<file path="src/rtl/tst_pkg.sv">
// tst_pkg: shared types, constants and helpers for the timer slot table.
// Used by timer_slot_table_unit; no dependencies.
`timescale 1ns / 1ps

package tst_pkg;

    // Default table size and fixed result limits
    localparam int SLOT_COUNT_DEF = 16;
    localparam int MAX_RESULTS    = 16;
    localparam int NRES_W         = $clog2(MAX_RESULTS + 1);
    localparam logic [31:0] LATE_WINDOW = 32'h7000_0000;

    // Opcodes
    localparam logic [2:0] OP_TICK    = 3'd0;
    localparam logic [2:0] OP_SETUP   = 3'd1;
    localparam logic [2:0] OP_CLOSE   = 3'd2;
    localparam logic [2:0] OP_RESTART = 3'd3;
    localparam logic [2:0] OP_QUERY   = 3'd4;

    typedef struct packed {
        logic [2:0]  opcode;
        logic [3:0]  slot;
        logic [31:0] period;
        logic        one_shot;
        logic        has_action;
    } t_in_item;

    typedef struct packed {
        logic [3:0] result_slot;
        logic       ok;
        logic       expired_flag;
        logic       fired;
        logic       last;
    } t_out_item;

    // One table entry in memory
    typedef struct packed {
        logic [31:0] period;
        logic [31:0] expiry;
    } t_entry;

    localparam int ENTRY_W = $bits(t_entry);

    // Expiry is now + period, with zero moved to one
    function automatic logic [31:0] arm_expiry(input logic [31:0] now,
                                               input logic [31:0] period);
        logic [31:0] e;
        e = now + period;
        if (e == 32'd0) begin
            e = 32'd1;
        end
        return e;
    endfunction

endpackage

</file>
<file path="src/rtl/tst_ram.sv">
// tst_ram: generic simple dual-port RAM, one write and one registered read port.
// No dependencies.
`timescale 1ns / 1ps

module tst_ram #(
    parameter int WIDTH = 64,
    parameter int DEPTH = 16
) (
    input  logic                                  i_clk,
    input  logic                                  i_we,
    input  logic [(DEPTH > 1 ? $clog2(DEPTH) : 1)-1:0] i_waddr,
    input  logic [WIDTH-1:0]                      i_wdata,
    input  logic                                  i_re,
    input  logic [(DEPTH > 1 ? $clog2(DEPTH) : 1)-1:0] i_raddr,
    output logic [WIDTH-1:0]                      o_rdata
);

    logic [WIDTH-1:0] r_mem [DEPTH];
    logic [WIDTH-1:0] r_rdata;

    // Write port
    always_ff @(posedge i_clk) begin
        if (i_we) begin
            r_mem[i_waddr] <= i_wdata;
        end
    end

    // Registered read, holds when not enabled
    always_ff @(posedge i_clk) begin
        if (i_re) begin
            r_rdata <= r_mem[i_raddr];
        end
    end

    assign o_rdata = r_rdata;

endmodule

</file>
<file path="src/rtl/timer_slot_table_unit.sv">
// timer_slot_table_unit: table of software timer slots with a tick count.
// Depends on tst_pkg and tst_ram.
`timescale 1ns / 1ps
//
// Usage:
// - Input channel (i_in_valid / o_in_stall / i_in_item) takes one op item:
//   tick, setup, close, restart or query. One op is worked at a time;
//   o_in_stall is high while an op is in progress.
// - Output channel (o_out_valid / i_out_stall / o_out_item) returns results;
//   the final result of each op has last set. A tick gives one result per
//   firing slot with an action (at most 16), or one empty result.
// - Sequencing: close, query and unused ops go straight to the result state;
//   restart reads the stored period, then re-arms it; setup scans up from
//   slot 0 to the lowest free slot; tick reads one slot per cycle from the
//   period/expiry RAM unless paused (see below); the RAM read port sets the rate.
// - A new op is taken in the cycle after the final result is loaded into the
//   output register, even while that result still waits.
// - When the receiver stalls, the output register holds and the tick scan
//   pauses whenever a second fire result needs the output register.
// - Reset (synchronous, active low) clears the tick count, all slot flags and
//   the output valid; RAM contents are only used for slots in use.

module timer_slot_table_unit
    import tst_pkg::*;
#(
    parameter int SLOT_COUNT = SLOT_COUNT_DEF
) (
    input  logic      i_clk,
    input  logic      i_rst_n,
    input  logic      i_in_valid,
    output logic      o_in_stall,
    input  t_in_item  i_in_item,
    output logic      o_out_valid,
    input  logic      i_out_stall,
    output t_out_item o_out_item
);

    localparam int IW = (SLOT_COUNT > 1) ? $clog2(SLOT_COUNT) : 1;
    localparam int CW = $clog2(SLOT_COUNT + 1);

    // Sequencer states
    localparam logic [2:0] S_IDLE    = 3'd0;
    localparam logic [2:0] S_SETUP   = 3'd1;
    localparam logic [2:0] S_RESTART = 3'd2;
    localparam logic [2:0] S_TICK    = 3'd3;
    localparam logic [2:0] S_RESULT  = 3'd4;

    logic [2:0]            r_state, n_state;
    logic [31:0]           r_now, n_now;
    t_in_item              r_req, n_req;
    logic [CW-1:0]         r_rd_idx, n_rd_idx;
    logic                  r_ev_valid, n_ev_valid;
    logic [IW-1:0]         r_ev_idx, n_ev_idx;
    logic [NRES_W-1:0]     r_nres, n_nres;
    logic                  r_pend_valid, n_pend_valid;
    logic [3:0]            r_pend_slot, n_pend_slot;
    t_out_item             r_res, n_res;
    logic [SLOT_COUNT-1:0] r_in_use, n_in_use;
    logic [SLOT_COUNT-1:0] r_one_shot, n_one_shot;
    logic [SLOT_COUNT-1:0] r_has_action, n_has_action;
    logic [SLOT_COUNT-1:0] r_expired, n_expired;
    logic                  r_out_valid;
    t_out_item             r_out_item;

    logic                  ram_we, ram_re;
    logic [IW-1:0]         ram_waddr, ram_raddr;
    t_entry                ram_wdata, ram_rdata;
    logic [ENTRY_W-1:0]    ram_rdata_raw;

    logic                  push;
    t_out_item             push_item;
    logic                  out_free;
    logic [IW-1:0]         in_idx, req_idx, scan_idx;
    logic                  in_slot_ok;
    logic                  fire, report, hold, issue;

    // Period and expiry storage
    tst_ram #(
        .WIDTH (ENTRY_W),
        .DEPTH (SLOT_COUNT)
    ) u_ram (
        .i_clk   (i_clk),
        .i_we    (ram_we),
        .i_waddr (ram_waddr),
        .i_wdata (ram_wdata),
        .i_re    (ram_re),
        .i_raddr (ram_raddr),
        .o_rdata (ram_rdata_raw)
    );

    assign ram_rdata = t_entry'(ram_rdata_raw);

    assign out_free   = !r_out_valid || !i_out_stall;
    assign in_idx     = IW'(i_in_item.slot);
    assign req_idx    = IW'(r_req.slot);
    assign scan_idx   = r_rd_idx[IW-1:0];
    assign in_slot_ok = 32'(i_in_item.slot) < SLOT_COUNT;

    // Tick evaluation of the slot whose entry is on the RAM output
    assign fire = r_ev_valid && r_in_use[r_ev_idx] && !r_expired[r_ev_idx]
                  && (r_now >= ram_rdata.expiry)
                  && ((r_now - ram_rdata.expiry) < LATE_WINDOW);
    assign report = fire && r_has_action[r_ev_idx] && (r_nres < NRES_W'(MAX_RESULTS));
    assign hold   = report && r_pend_valid && !out_free;
    assign issue  = r_rd_idx < CW'(SLOT_COUNT);

    // Sequencer
    always_comb begin
        n_state      = r_state;
        n_now        = r_now;
        n_req        = r_req;
        n_rd_idx     = r_rd_idx;
        n_ev_valid   = r_ev_valid;
        n_ev_idx     = r_ev_idx;
        n_nres       = r_nres;
        n_pend_valid = r_pend_valid;
        n_pend_slot  = r_pend_slot;
        n_res        = r_res;
        n_in_use     = r_in_use;
        n_one_shot   = r_one_shot;
        n_has_action = r_has_action;
        n_expired    = r_expired;
        ram_we       = 1'b0;
        ram_waddr    = req_idx;
        ram_wdata    = '0;
        ram_re       = 1'b0;
        ram_raddr    = in_idx;
        push         = 1'b0;
        push_item    = '0;

        case (r_state)
            S_IDLE: begin
                if (i_in_valid) begin
                    n_req = i_in_item;
                    n_res = '0;
                    n_res.result_slot = i_in_item.slot;
                    n_res.last = 1'b1;
                    case (i_in_item.opcode)
                        OP_TICK: begin
                            n_now        = r_now + 32'd1;
                            n_rd_idx     = '0;
                            n_ev_valid   = 1'b0;
                            n_nres       = '0;
                            n_pend_valid = 1'b0;
                            n_state      = S_TICK;
                        end
                        OP_SETUP: begin
                            n_rd_idx = '0;
                            n_state  = S_SETUP;
                        end
                        OP_CLOSE: begin
                            if (in_slot_ok) begin
                                n_in_use[in_idx]     = 1'b0;
                                n_one_shot[in_idx]   = 1'b0;
                                n_has_action[in_idx] = 1'b0;
                                n_expired[in_idx]    = 1'b0;
                            end
                            n_state = S_RESULT;
                        end
                        OP_RESTART: begin
                            if (in_slot_ok && r_in_use[in_idx]) begin
                                ram_re  = 1'b1;
                                n_state = S_RESTART;
                            end else begin
                                n_state = S_RESULT;
                            end
                        end
                        OP_QUERY: begin
                            n_res.expired_flag = (in_slot_ok && r_in_use[in_idx])
                                                 ? r_expired[in_idx] : 1'b1;
                            n_state = S_RESULT;
                        end
                        default: begin
                            n_res.result_slot = '0;
                            n_state = S_RESULT;
                        end
                    endcase
                end
            end

            // Find the lowest free slot, one per cycle
            S_SETUP: begin
                if (!r_in_use[scan_idx]) begin
                    n_in_use[scan_idx]     = 1'b1;
                    n_one_shot[scan_idx]   = r_req.one_shot;
                    n_has_action[scan_idx] = r_req.has_action;
                    n_expired[scan_idx]    = 1'b0;
                    ram_we           = 1'b1;
                    ram_waddr        = scan_idx;
                    ram_wdata.period = r_req.period;
                    ram_wdata.expiry = arm_expiry(r_now, r_req.period);
                    n_res             = '0;
                    n_res.result_slot = 4'(scan_idx);
                    n_res.ok          = 1'b1;
                    n_res.last        = 1'b1;
                    n_state           = S_RESULT;
                end else if (r_rd_idx == CW'(SLOT_COUNT - 1)) begin
                    n_res      = '0;
                    n_res.last = 1'b1;
                    n_state    = S_RESULT;
                end else begin
                    n_rd_idx = r_rd_idx + CW'(1);
                end
            end

            // Re-arm from the stored period
            S_RESTART: begin
                ram_we           = 1'b1;
                ram_waddr        = req_idx;
                ram_wdata.period = ram_rdata.period;
                ram_wdata.expiry = arm_expiry(r_now, ram_rdata.period);
                n_expired[req_idx] = 1'b0;
                n_res.ok = 1'b1;
                n_state  = S_RESULT;
            end

            // Scan: read slot k while slot k-1 is evaluated
            S_TICK: begin
                if (!hold) begin
                    if (fire) begin
                        if (r_has_action[r_ev_idx]) begin
                            n_expired[r_ev_idx] = 1'b1;
                        end
                        if (r_one_shot[r_ev_idx]) begin
                            n_in_use[r_ev_idx]     = 1'b0;
                            n_one_shot[r_ev_idx]   = 1'b0;
                            n_has_action[r_ev_idx] = 1'b0;
                            n_expired[r_ev_idx]    = 1'b0;
                        end
                    end
                    // Newest fire result is held back until we know if it is last
                    if (report) begin
                        if (r_pend_valid) begin
                            push                  = 1'b1;
                            push_item.result_slot = r_pend_slot;
                            push_item.fired       = 1'b1;
                        end
                        n_pend_valid = 1'b1;
                        n_pend_slot  = 4'(r_ev_idx);
                        n_nres       = r_nres + NRES_W'(1);
                    end
                    n_ev_valid = issue;
                    n_ev_idx   = scan_idx;
                    if (issue) begin
                        ram_re    = 1'b1;
                        ram_raddr = scan_idx;
                        n_rd_idx  = r_rd_idx + CW'(1);
                    end else if (!r_ev_valid) begin
                        n_res             = '0;
                        n_res.result_slot = r_pend_valid ? r_pend_slot : 4'd0;
                        n_res.fired       = r_pend_valid;
                        n_res.last        = 1'b1;
                        n_state           = S_RESULT;
                    end
                end
            end

            S_RESULT: begin
                if (out_free) begin
                    push      = 1'b1;
                    push_item = r_res;
                    n_state   = S_IDLE;
                end
            end

            default: begin
                n_state = S_IDLE;
            end
        endcase
    end

    // Control state
    always_ff @(posedge i_clk) begin
        if (!i_rst_n) begin
            r_state      <= S_IDLE;
            r_now        <= '0;
            r_rd_idx     <= '0;
            r_ev_valid   <= 1'b0;
            r_nres       <= '0;
            r_pend_valid <= 1'b0;
            r_in_use     <= '0;
            r_one_shot   <= '0;
            r_has_action <= '0;
            r_expired    <= '0;
        end else begin
            r_state      <= n_state;
            r_now        <= n_now;
            r_rd_idx     <= n_rd_idx;
            r_ev_valid   <= n_ev_valid;
            r_nres       <= n_nres;
            r_pend_valid <= n_pend_valid;
            r_in_use     <= n_in_use;
            r_one_shot   <= n_one_shot;
            r_has_action <= n_has_action;
            r_expired    <= n_expired;
        end
    end

    // Payload registers
    always_ff @(posedge i_clk) begin
        r_req       <= n_req;
        r_ev_idx    <= n_ev_idx;
        r_pend_slot <= n_pend_slot;
        r_res       <= n_res;
    end

    // Output register
    always_ff @(posedge i_clk) begin
        if (!i_rst_n) begin
            r_out_valid <= 1'b0;
        end else if (push) begin
            r_out_valid <= 1'b1;
        end else if (!i_out_stall) begin
            r_out_valid <= 1'b0;
        end
    end

    always_ff @(posedge i_clk) begin
        if (push) begin
            r_out_item <= push_item;
        end
    end

    assign o_in_stall  = (r_state != S_IDLE);
    assign o_out_valid = r_out_valid;
    assign o_out_item  = r_out_item;

endmodule
</file>
<file path="config.mk">
export PLATFORM = sky130hd
export DESIGN_NAME = timer_slot_table_unit
export DESIGN_NICKNAME = d
export VERILOG_FILES = /design/src/rtl/tst_pkg.sv /design/src/rtl/tst_ram.sv /design/src/rtl/timer_slot_table_unit.sv
export SDC_FILE = /design/constraint.sdc
export NUM_CORES = 2
export LEC_CHECK = 0
export ABC_AREA = 1
export ABC_CLOCK_PERIOD_IN_PS = 12500
export BUFFER_PORTS_ARGS = -buffer_cell sky130_fd_sc_hd__buf_2
export CAP_MARGIN = 10
export CORE_MARGIN = 10
export CORE_UTILIZATION = 65
export DETAILED_ROUTE_END_ITERATION = 10
export PLACE_DENSITY = 0.89
export SLEW_MARGIN = 20
export SYNTH_ARGS = -nofsm -noshare
export SYNTH_HDL_FRONTEND = slang
export SYNTH_SLANG_ARGS = --single-unit
</file>
<file path="constraint.sdc">
create_clock -name i_clk -period 12.5 [get_ports i_clk]
set_clock_uncertainty 0.15 [all_clocks]
set_input_delay 1.25 -clock i_clk [delete_from_list [all_inputs] [get_ports i_clk]]
set_output_delay 1.25 -clock i_clk [all_outputs]
set_load 0.05 [all_outputs]
</file>
==> results by group <==
GRT
  • Initial antenna violation count: 10
  • Overflow after GRT: 0
  • GRT Overall Usage: 0.359
  • Largest net degree at the start of global routing: around 190
  • First-pass GRT wire length: 296,000 µm
  • Vias in the first global route: 50,200

Synth
  • Register area share after synthesis: 0.589
  • Commonest cells in the netlist: 1,391 x inv_1, 1,339 x nand3_1, 1,225 x nand2_1
  • Adder-Cell Fraction of Synth Area: 0.0209
  • Most frequent cell after synthesis: inv_1
  • Synth Warn #: 0
  • Top-area cell type share of the netlist area: 0.553
  • Xor/xnor share of the synthesized area: 0.00927
  • Syn Std Cell Area: 0.0624 mm²
  • Asr flop ratio synth: 0
  • Primary FF master, synth: edfxtp_1
  • Post-synthesis mux area share: 0
  • Mean Syn Cell Area: about 9.2 µm²
  • Post-synthesis simple-gate area fraction: 0.216
  • Synth Area in Compound Gates: 0.0550
  • Mapped Nets: 6,900
  • Unique masters post-synth: 52
  • Post-synth EDFFs: approximately 1,100
  • Largest family of logic cells by synthesized area: simple AND/OR/NAND/NOR gates
  • Synth top area cells: edfxtp_1 55%, nand3_1 11%, inv_1 8.4%
  • Post-synthesis cell count: 6,752
  • Cell taking the most area after synthesis: edfxtp_1
  • Yosys reg bits: roughly 1,300

Critical path
  • Crit Path Max Fanout: between 100 and 150
  • WP data required: 12.84 ns
  • CP Launch Type: flip-flop
  • Crit. End Element: flip-flop
  • Crit path kind: reg2reg
  • Worst EP arrival: approximately 8.4 ns

Floorplanning
  • Initial Util: 0.655
  • Die area: between 0.1 and 0.15 mm²
  • Rows: 113
  • Boundary Pins: 55
  • Die width: roughly 330 µm
  • Die Span Y: 330 µm
  • Core Region: approximately 0.095 mm²

Layout
  • Core Util, Final: 0.713
  • Fin cells: just over 8,000
  • Final instance area: ~0.068 mm²
  • Layout Area Growth over Synthesis: 8.81%
  • # fillers: roughly 6,400
  • Multi-input gate area: ~0.019 mm²
  • Nets: between 6,000 and 7,000
  • Share of cells above drive strength 1: 0.0557
  • Register Area: between 0.03 and 0.04 mm²

Place
  • Dpl ws: a little under 5 ns
  • Final Wtd Congestion: roughly 1.0
  • Port bufs: 54
  • DP HPWL: around 120,000 µm
  • Placed Area: roughly 0.064 mm²
  • # placed instances: 7,846

Clock tree
  • Cts bufs inserted: 130
  • Reg clk slew, reported paths: about 0.060 ns
  • Clock Tree Buf Depth: 3
  • Clock sink total: about 1,300
  • CTS root buf: clkbuf_16
  • Post-CTS sizing: 0
  • Hold-fix buffers, CTS: 0
  • CTS tree: yes
  • Setup repair bufs after CTS: 0
  • Worst-Skew Late Latency: roughly 0.8 ns
  • H-tree levels: 4

Route
  • DRT Pass-1 Iters: 11
  • Wire length per cell: 24.6 µm
  • Via count: 51,500
  • Post-DRT Antenna Nets: 0
  • DRC violations left: 1
  • Final wirelength: approximately 200,000 µm
  • Vias per Instance: approximately 6.4
  • Initial detailed-routing violation count: between 8,000 and 9,000

Timing
  • Worst slew pin tran: 1.21 ns
  • Unrepaired setup endpoints after global routing: no
  • Hold Fails Final Rpt: 0
  • Crit path time final: about 8 ns
  • F_max: around 0.12 GHz
  • Hold Worst Slack: approximately 0.32 ns
  • Total negative slack: 0 ns
  • Period Utilization, post-route: 0.644
  • Final setup fails: 0
  • Slew margin rel.: 0.196
  • Fin. max-slew vios: 0
  • Worst setup slack after layout: between 4 and 5 ns

Power
  • P_leak: about 29 nW
  • Sw Ratio: 0.318
  • Tot Pwr: between 10 and 15 mW
  • Clock power share: 0.331
  • Sequential Power Share: 0.468
  • Gate power share: 0.201
  • Pint: 7.87 mW
  • P_sw: between 3 and 4 mW
  • Pwr dens: roughly 170 mW/mm²
  • Maximum VDD drop: 0.000154 V

Outcome
  • Outcome: complete, but fails checks
  • Failing checks: DRC

Flow run
  • Max-Cap Viols: 0

Worst hold path
  • Tightest Hold Check Type: reg2reg
worst paths after layout:
path	start	endpoint	slack, ns	depth (start not counted)
max	r_ev_idx[0]	u_ram.o_rdata[9]	4.45	20
min	r_one_shot[5]	r_one_shot[5]	0.32	2
max reg2reg	r_ev_idx[0]	u_ram.o_rdata[9]	4.45	20
min reg2reg	r_one_shot[5]	r_one_shot[5]	0.32	2
logic make-up after synthesis:
group                      Yosys count
adders and majority gates          103
xor gates and xnor gates            66
and+or+nand+nor                   3051
buffers and inverters             1716
DFF                               1261
AOI/OAI and AO/OA                  555
critical path: stages, from the launching register on:
cell and delay (ns):
edfxtp_1 0.52, nor2_2 0.73, inv_1 0.29, o22ai_1 0.18
o21ai_0 0.13, nand2_1 0.09, nor2_1 0.05, nor2_1 0.37
nand2_1 0.12, nor2_2 0.22, nand4_2 0.26, nand2_2 0.48
nand2_8 0.69, nand2_8 0.91, buf_4 0.77, buf_4 0.85
nand2_1 0.19, nand3_1 0.18, nand3_1 0.09, nand3_1 0.14
nand2_1 0.10
sequential cells by signal, summed over array words and instances (netlist names), 8 cells and up:
name	count
u_ram.o_rdata	64
r_in_use	16
r_one_shot	16
r_has_action	16
r_now	32
r_expired	16
o_out_item	8
r_req	34
u_ram.r_mem	1024
cells in the final DEF, fill, tap and decap left out, drive strengths merged, types with 18 or more instances in the layout:
cell type	Yosys	routed
inv	1395	1401
nand3	1339	1339
nand2	1231	1231
edfxtp	1149	1149
nor2	333	333
a21oi	170	170
clkbuf	98	167
o21ai	165	165
buf	218	146
dfxtp	112	112
ha	101	101
nand4	59	59
clkinv	5	58
nor3	48	48
xor2	44	44
a22o	38	38
o22ai	35	35
a32o	32	32
a211oi	25	25
xnor2	22	22
a22oi	19	19
nand3b	18	18
cell type report:
cell class / instances / share of cell area
Antenna cell: 1 / 0.0000369
Clock buffer: 166 / 0.0516
Clock inverter: 68 / 0.00966
Inverter: 1400 / 0.0775
Multi-Input combinational cell: 3775 / 0.282
Sequential cell: 1261 / 0.541
Tap cell: 1265 / 0.0233
Timing Repair Buffer: 147 / 0.0146
per-layer routing:
layer  wire (µm)  vias to the layer above  share of wire  global-route usage
met5         124                        -        0.00062                   0
met4       12800                       18          0.065               0.214
met3       28000                      992           0.14              0.0938
met2       90300                     4445           0.45               0.564
met1       67700                    23800           0.34               0.446
li1            -                    22300              -                   -
power groups by stage:
| stage | logic (mW) | registers (mW) | clock network, mW |
|---|---|---|---|
| detailed placement | 2.19 | 5.47 | 0 |
| finish | 2.32 | 5.40 | 3.83 |
| CTS | 2.22 | 5.38 | 3.82 |
| global placement | 2.12 | 5.46 | 0 |
| global route | 2.46 | 5.40 | 3.98 |
| floorplan | 1.42 | 5.43 | 0 |
Power figures use the tool's default switching activity.
